===== src/rtl/core/lpb_pkg.sv =====
`default_nettype none
package lpb_pkg;
  localparam int ColorW = 24;
  localparam logic [1:0] ActBegin = 2'd0;
  localparam logic [1:0] ActPixel = 2'd1;
  localparam logic [1:0] ActRead  = 2'd2;
  localparam logic [2:0] StOk         = 3'd0;
  localparam logic [2:0] StAccept     = 3'd1;
  localparam logic [2:0] StWidth      = 3'd2;
  localparam logic [2:0] StHeight     = 3'd3;
  localparam logic [2:0] StColors     = 3'd4;
  localparam logic [2:0] StColorsFirst = 3'd5;
  localparam logic [2:0] StIgnored    = 3'd6;

  typedef struct packed {
    logic        vld;
    logic [17:0] key;
    logic        hit;
    logic [7:0]  idx;
  } lpb_probe_t;

  typedef struct packed {
    logic        wr;
    logic [7:0]  idx;
    logic [23:0] color;
  } lpb_write_t;
endpackage
`default_nettype wire


===== src/rtl/core/lpb_cell.sv =====
`default_nettype none
module lpb_cell #(
  parameter logic [7:0] Index = 8'd0
) (
  input  wire                      clk_i,
  input  wire                      rst_ni,
  input  wire                      clear_i,
  input  wire                      active_i,
  input  wire lpb_pkg::lpb_write_t wr_i,
  input  wire lpb_pkg::lpb_probe_t probe_i,
  output lpb_pkg::lpb_probe_t      probe_o,
  output logic [23:0]              color_o
);
  import lpb_pkg::*;

  logic [23:0] color_q;
  lpb_probe_t  probe_q, probe_d;
  logic        match;

  assign match = active_i &&
    ({color_q[23:18], color_q[15:10], color_q[7:2]} == probe_i.key);

  always_comb begin
    probe_d = probe_i;
    if (probe_i.vld && !probe_i.hit && match) begin
      probe_d.hit = 1'b1;
      probe_d.idx = Index;
    end
  end

  always_ff @(posedge clk_i or negedge rst_ni) begin
    if (!rst_ni) begin
      probe_q <= '0;
    end else if (clear_i) begin
      probe_q <= '0;
    end else begin
      probe_q <= probe_d;
    end
  end

  always_ff @(posedge clk_i) begin
    if (wr_i.wr && wr_i.idx == Index) begin
      color_q <= wr_i.color;
    end
  end

  assign probe_o = probe_q;
  assign color_o = color_q;
endmodule
`default_nettype wire


===== config.mk =====
export PLATFORM = sky130hd
export DESIGN_NAME = lpb_cell
export DESIGN_NICKNAME = d
export VERILOG_FILES = /design/src/rtl/core/lpb_pkg.sv /design/src/rtl/core/lpb_cell.sv
export SDC_FILE = /design/constraint.sdc
export NUM_CORES = 1
export LEC_CHECK = 0
export BUFFER_PORTS_ARGS = -buffer_cell sky130_fd_sc_hd__buf_4
export CAP_MARGIN = 25
export CORE_UTILIZATION = 45
export DETAILED_ROUTE_END_ITERATION = 10
export PLACE_DENSITY = 0.84
export SETUP_SLACK_MARGIN = 0.3
export SYNTH_ARGS = -nofsm -noshare
export SYNTH_HDL_FRONTEND = slang
export SYNTH_SLANG_ARGS = --single-unit

===== constraint.sdc =====
create_clock -name clk_i -period 2.65 [get_ports clk_i]
set_input_delay 0.3975 -clock clk_i [delete_from_list [all_inputs] [get_ports clk_i]]
set_output_delay 0.3975 -clock clk_i [all_outputs]
set_load 0.02 [all_outputs]

==> results of run 1 <==
[synth_stat cells]
cell type | instances | share of area [%]
a21oi_1 | 8 | 2.1
a31o_1 | 1 | 0.46
and2b_1 | 1 | 0.40
clkbuf_1 | 1 | 0.20
clkbuf_4 | 1 | 0.40
clkinv_1 | 1 | 0.20
dfrtp_1 | 28 | 37
edfxtp_1 | 24 | 38
nand2_1 | 8 | 1.6
nand3_1 | 1 | 0.27
nand3b_1 | 1 | 0.40
nand4_1 | 3 | 1.0
nand4b_1 | 1 | 0.46
nor2b_1 | 18 | 6.0
nor2b_2 | 1 | 0.46
nor3_2 | 1 | 0.53
nor4_1 | 2 | 0.66
nor4_4 | 1 | 1.1
xnor2_1 | 16 | 7.4
xor2_1 | 2 | 0.93
[how the worst max path moves through the flow]
stage          startpoint     endpoint  slack [ns]  cells past startpoint
6_report       color_o[2]   probe_o[1]        1.13                      4
5_1_grt        color_o[2]   probe_o[0]        1.03                      4
4_1_cts        color_o[2]   probe_o[1]        1.12                      4
3_5_place_dp     wr_i[26]  color_o[19]        0.86                      5
3_3_place_gp     wr_i[26]  color_o[12]        0.92                      5
2_1_floorplan    wr_i[26]   color_o[0]        0.64                      3
[kinds of logic after synthesis]
group	count (synthesis)	share of synthesized area [%]
and+or+nand+nor	38	12.9
buffers and inverters	3	0.796
DFF	52	75.4
xor gates and xnor gates	18	8.36
AOI/OAI and AO/OA	9	2.59
[worst max-delay path: stages, from the launching register on]
cell	delay [ns]
edfxtp_1	0.41
xnor2_1	0.18
nand4b_1	0.17
nor4_4	0.47
a21oi_1	0.15
[power by group through the flow]
stage / Combinational, uW / Sequential (uW) / Clock [uW]
after floorplan: 38.1 / 920 / 0
after global placement: 192 / 890 / 0
after detailed placement: 197 / 890 / 0
after CTS: 198 / 873 / 496
after global routing: 211 / 875 / 523
final: 195 / 873 / 483
[area by class of cell]
type	instances	area [um2]	area share, %
Sequential cell	52	1420	48.4
Timing Repair Buffer	117	878	29.9
Multi-Input combinational cell	65	464	15.8
Clock buffer	6	93.8	3.20
Tap cell	50	62.6	2.13
Clock inverter	2	11.3	0.384
Inverter	1	3.75	0.128
[flip-flops by register name (all words and copies together), names as in the netlist]
register	flops
probe_o	28
color_o	24
[routing by layer]
metal  global-route usage (%)  wire length (um)  vias up
li1                         -                 -      656
met1                     19.9              1370      640
met2                     36.2              2400       59
met3                     3.42               266        2
met4                     7.18                40        0
met5                        0                 0        -
[through the flow]
| stage | hold slack (ns) | util (%) | setup slack [ns] | cell area, um2 | total power (uW) |
|---|---|---|---|---|---|
| final | 0.00814 | 73.4 | 1.13 | 2940 | 1550 |
| after global routing | 0.0210 | 73.4 | 1.03 | 2940 | 1610 |
| after CTS | 0.0167 | 73.4 | 1.12 | 2940 | 1570 |
| after detailed placement | 0.334 | 70.8 | 0.859 | 2830 | 1090 |
| after global placement | 0.326 | 70.8 | 0.924 | 2830 | 1080 |
| after floorplan | 0.102 | - | 0.642 | 1900 | 958 |
==> summary.md, run 1 <==
| Metric | Value |
|---|---|
| Final-stage net count | 307 |
| Clock skew | 0.00665 ns |
| CP endpoint kind | flip-flop |
| Hold Vio Cnt, Final | 0 |
| Rel. slew slack | 64.6% |
| Hold buffer count at CTS | 0 |
| P_sw | 334 uW |
| Total CTS buffers | 5 |
| Max-cap violations | 0 |
| WP data required | 2.80 ns |
| Tot GR Track Use | between 10% and 20% |
| Leak | 0.00135 uW |
| GRT overflow | 0 |
| # IOs | 117 |
| Detailed Route WL | 4080 um |
| Placed cells | about 290 |
| Worst hold path type | input pin to asynchronous set/reset pin |
| Mapped Area | approximately 1900 um2 |
| Tmin final | 1.52 ns |
| Initial Util | 47.1% |
| WS Path Type | flip-flop to flip-flop |
| Vias post-DR | 1357 |
| Final HPWL DP | 3270 um |
| Reg2Reg Setup Slack | approximately 1.1 ns |
| Clk network pwr share | a little under a third |
| Setup TNS | 0 ns |
| RR Startpoint | color_o[2] |
| Cell-internal power | approximately 1200 uW |
| Gate Count Post-Synth | 120 |
| Root buf cell | clkbuf_8 |
| Clock transition at path regs | 0.09 ns |
| Port Buffers | approximately 120 |
| Yosys cell types | 20 |
| R2r endpoint | probe_o[1] |
| H-tree lvl count | 2 |
| # setup viols final | 0 |
| DRC viols | 0 |
| Net Count, Synth | between 150 and 200 |
| Clk_lat worst skew | 0.29 ns |
| Worst Tran Pin Value | ~0.53 ns |
| Outcome | finished clean |
| Antenna violations before repair | 0 |
| Mapped Avg Cell Area | 15.7 um2 |
| Ys Warns | 0 |
| Post-synthesis sequential area ratio | 75.4% |
| Die Area | 4450 um2 |
| DR WL/cell | 13.9 um |
| P per Cell Area | 528 nW/um2 |
| CTS max path bufs | 2 |
| RSZ-0062 raised after global routing | false |
| Largest net degree at the start of global routing | 29 |
| Cell Rows | 23 |
| Wire length of the first global-routing pass | between 5000 and 6000 um |
| Final RePlAce weighted congestion | approximately 0.75 |
| Vias in the first global route | 1298 |
| Initial drt markers | 54 |
| Leading cell type in the layout, fill and taps excluded | buf_4 |
| Max Freq | 0.657 GHz |
| 1st-pass router iterations | 4 |
| Combinational share of power | 12.6% |
| Yosys reg bits | 52 |
| Most frequent cells in the layout | 117 x buf_4, 28 x dfrtp_1, 24 x edfxtp_1, 18 x nor2b_1, 16 x xnor2_1 |
| Period Utilization, post-route | a little under three fifths |
| Share of cells above drive strength 1 | 53.1% |
| Final non-filler cell total | 293 |
| R2R cell count | 4 |
| Die Y | roughly 67 um |
| Diodes inserted | 0 |
| FILL cells | roughly 300 |
| CP Launch Type | flip-flop |
| Routed vias/inst | 4.63 |
| CP Max Fanout | 9 |
| ANT nets after route | 0 |
| Seq pwr share | a little under three fifths |
| Post-CTS sizing | 0 |
| Setup bufs post-CTS | 0 |
| CP arrival | 1.67 ns |
| CTS tree | done |
| Core area | 4000 um2 |
| Sink Count | 52 |
| Sw frac | a little over a fifth |
| Layout area overhead | 55.7% |
| Die Width | 66.7 um |
| Max Slew Vio Count | 0 |
| Maximum vdd drop | roughly 0.00054 V |
Note: power is estimated with default switching activity, not from simulation.
==> run 2: changes to the inputs <==
Settings changed: ABC_AREA set to 1, CORE_UTILIZATION 45 to 39, PLACE_DENSITY 0.84 to 0.76.
Clock period 2.65 ns to 1.27 ns, I/O delays scaled along.
==> run 2 against run 1 <==
- the flow now finishes with violations (negative setup slack)
- final cell count is 31% higher
- total power is 120% higher
- wire length is 13% higher
- clock skew is 0.0023 ns higher
- critical path type unchanged
- largest cell class unchanged
- highest routed layer unchanged
==> summary.md, run 2 <==
| Metric | Value |
|---|---|
| DRC viols | 0 |
| Die Y | 73.6 um |
| Buffers and inverters on the worst path | 0 |
| Ys Warns | 0 |
| Root buf cell | clkbuf_8 |
| Detailed Route WL | 4620 um |
| Clk network pwr share | 31.9% |
| Layout area overhead | 72.2% |
| Seq pwr share | 54.3% |
| Vias in the first global route | 1715 |
| Initial drt markers | 70 |
| Yosys reg bits | 52 |
| Diodes inserted | 0 |
| WS Path Type | flip-flop to flip-flop |
| CP Launch Type | flip-flop |
| Most frequent cells in the layout | 62 x buf_4, 54 x buf_6, 53 x nand2_1, 33 x nor2_1, 28 x dfrtp_1 |
| Clock transition at path regs | 0.09 ns |
| H-tree lvl count | 2 |
| Net Count, Synth | 254 |
| # IOs | 117 |
| Largest net degree at the start of global routing | 29 |
| Initial Util | around two fifths |
| Most used DFF post-synth | dfrtp_1 |
| Gate Count Post-Synth | 189 |
| Synth top area cells | edfxtp_1 36%, dfrtp_1 35%, nand2_1 9.9%, nor2_1 6.6%, inv_1 4.9% |
| CP arrival | 1.49 ns |
| Most numerous cell in the Yosys netlist | nand2_1 |
| Max Freq | 0.758 GHz |
| Mapped Avg Cell Area | 10.6 um2 |
| Sw frac | 21.1% |
| Max Slew Vio Count | 0 |
| Final-stage net count | approximately 380 |
| DR WL met3 | between 300 and 400 um |
| Worst Tran Pin Value | 0.352 ns |
| RSZ-0062 raised after global routing | true |
| Share of cells above drive strength 1 | 45.6% |
| P_sw | roughly 710 uW |
| Tot GR Track Use | between 15 and 20% |
| Met1 wire length | roughly 1700 um |
| CP Cell Sequence | nand2_1 -> nand2_1 -> nor2_1 -> nand2_1 -> nor2_4 -> nand3_4 -> nand2_1 -> nor2_1 |
| Largest area contributor in the netlist | edfxtp_1 |
| Leak | 0.00173 uW |
| Cell-internal power | 2660 uW |
| Outcome | complete, but fails checks |
| CP max stage delay | about 0.44 ns |
| Final Worst Setup Slack | -0.0493 ns |
| Most Frequent Cell on Critical Path | nand2_1 |
| Final HPWL DP | 3480 um |
| Met2 routed WL | 2510 um |
| Top layer in use | met4 |
| Final non-filler cell total | 385 |
| Port Buffers | approximately 120 |
| Core area | 4820 um2 |
| Maximum vdd drop | 0.000598 V |
| Mapped Area | 2000 um2 |
| P per Cell Area | about 980 nW/um2 |
| Top cells by count, synth | 53 x nand2_1, 35 x nor2_1, 28 x dfrtp_1, 26 x inv_1, 24 x edfxtp_1 |
| Delay-heaviest family, CP | simple AND/OR/NAND/NOR gates |
| WP data required | roughly 1.4 ns |
| Combinational share of power | 13.8% |
| Worst hold path type | input pin to flip-flop |
| Worst slack at placement | -0.0343 ns |
| Leading cell type in the layout, fill and taps excluded | buf_4 |
| Post-synthesis sequential area ratio | 71.1% |
| Fin area | 3440 um2 |
| Final RePlAce weighted congestion | 0.782 |
| Async S/R FF share, synth | a little over half |
| Placed cells | approximately 370 |
| 1st-pass router iterations | 4 |
| Placed cell areas | 3040 um2 |
| # setup viols final | 8 |
| Max-cap violations | 0 |
| Sink Count | 52 |
| DR WL/cell | around 12 um |
| Post-synth EDFFs | 24 |
| Period Utilization, post-route | 104% |
| Tmin final | about 1.3 ns |
| Total CTS buffers | 5 |
| GRT overflow | 0 |
| Slowest-stage cell, CP | edfxtp_1 |
| Share of Yosys cell area claimed by the top area cell type | 36.0% |
| Routed vias/inst | 4.32 |
| ANT nets after route | 0 |
| Clk_lat worst skew | 0.29 ns |
| Yosys cell types | 16 |
| Hold Vio Cnt, Final | 0 |
| CP endpoint kind | flip-flop |
| Wire length of the first global-routing pass | 7380 um |
| Cell Rows | 25 |
| Antenna violations before repair | 0 |
| Rel. slew slack | 76.5% |
| Vias post-DR | 1664 |
| Die Width | 73.6 um |
| Largest register FFs | 28 |
| Clock skew | 0.00891 ns |
| Die Area | 5420 um2 |
| CTS max path bufs | 2 |
| CTS tree | done |
| CP Max Fanout | 9 |
| Failing checks | negative setup slack |
-- run 2: cell types whose count changed after synthesis, moves of 3 or more --
cell     change
nand2_1     +45
nor2_1      +35
inv_1       +26
nor2b_1     -18
xnor2_1     -11
a21oi_1      -8
inv_2        +7
nand4_1      -3
-- run 2: cell families after synthesis --
family,count (synthesis),synth area share (%)
DFF,52,71.1
xor gates and xnor gates,5,2.19
AOI/OAI and AO/OA,1,0.438
and+or+nand+nor,95,19.5
buffers and inverters,36,6.82
-- run 2: timing repair --
item,in CTS,in global routing
hold endpoints to repair,28,0
endpoints found under the setup margin,71,80
gates resized for setup,54,4
hold buffers,1,0
setup buffers,2,1
pin swaps,2,3
cloned,1,0
-- run 2: worst paths after layout --
check                         endpoint  cells after the start        start  slack [ns]
hold reg to reg             probe_o[8]                      5  color_o[23]        0.78
setup reg to reg            probe_o[3]                      8  color_o[11]       -0.05
setup / recovery            probe_o[3]                      8  color_o[11]       -0.05
max in group asynchronous  probe_o[15]                      2       rst_ni        0.66
min in group asynchronous  probe_o[10]                      2       rst_ni        0.34
hold / removal             color_o[15]                      1     wr_i[15]        0.07
-- run 2: layer usage --
metal | up-vias | global-route usage [%]
li1 | 822 | -
met4 | 0 | 5.98
met5 | - | 0
met2 | 81 | 32.7
met3 | 8 | 6.31
met1 | 753 | 20.3
-- run 2: stage by stage --
stage          hold WS [ns]  TNS (ns)  utilization, %  total power [uW]
3_5_place_dp          0.123    -0.563            63.1              2290
5_1_grt              0.0483     -1.26            71.5              3510
2_1_floorplan        -0.105         0               -              2010
6_report             0.0659    -0.270            71.5              3370
3_3_place_gp          0.123    -0.355            63.1              2280
4_1_cts              0.0528    -0.109            70.8              3410
-- run 2: power groups by stage --
stage	Clock, uW	Sequential [uW]	Combinational, uW
CTS	1120	1830	465
finish	1070	1830	465
global route	1170	1830	506
global placement	0	1860	421
detailed placement	0	1860	429
floorplan	0	1920	89.7
-- run 2: cell type report --
cell class / count / area [um2]
clock buffer: 7 / 76.3
clock inverter: 1 / 30.0
fill: 376 / 1370
inverter: 33 / 124
multi-input combinational: 101 / 482
sequential: 52 / 1420
tap: 67 / 83.8
timing repair buffer: 124 / 1230
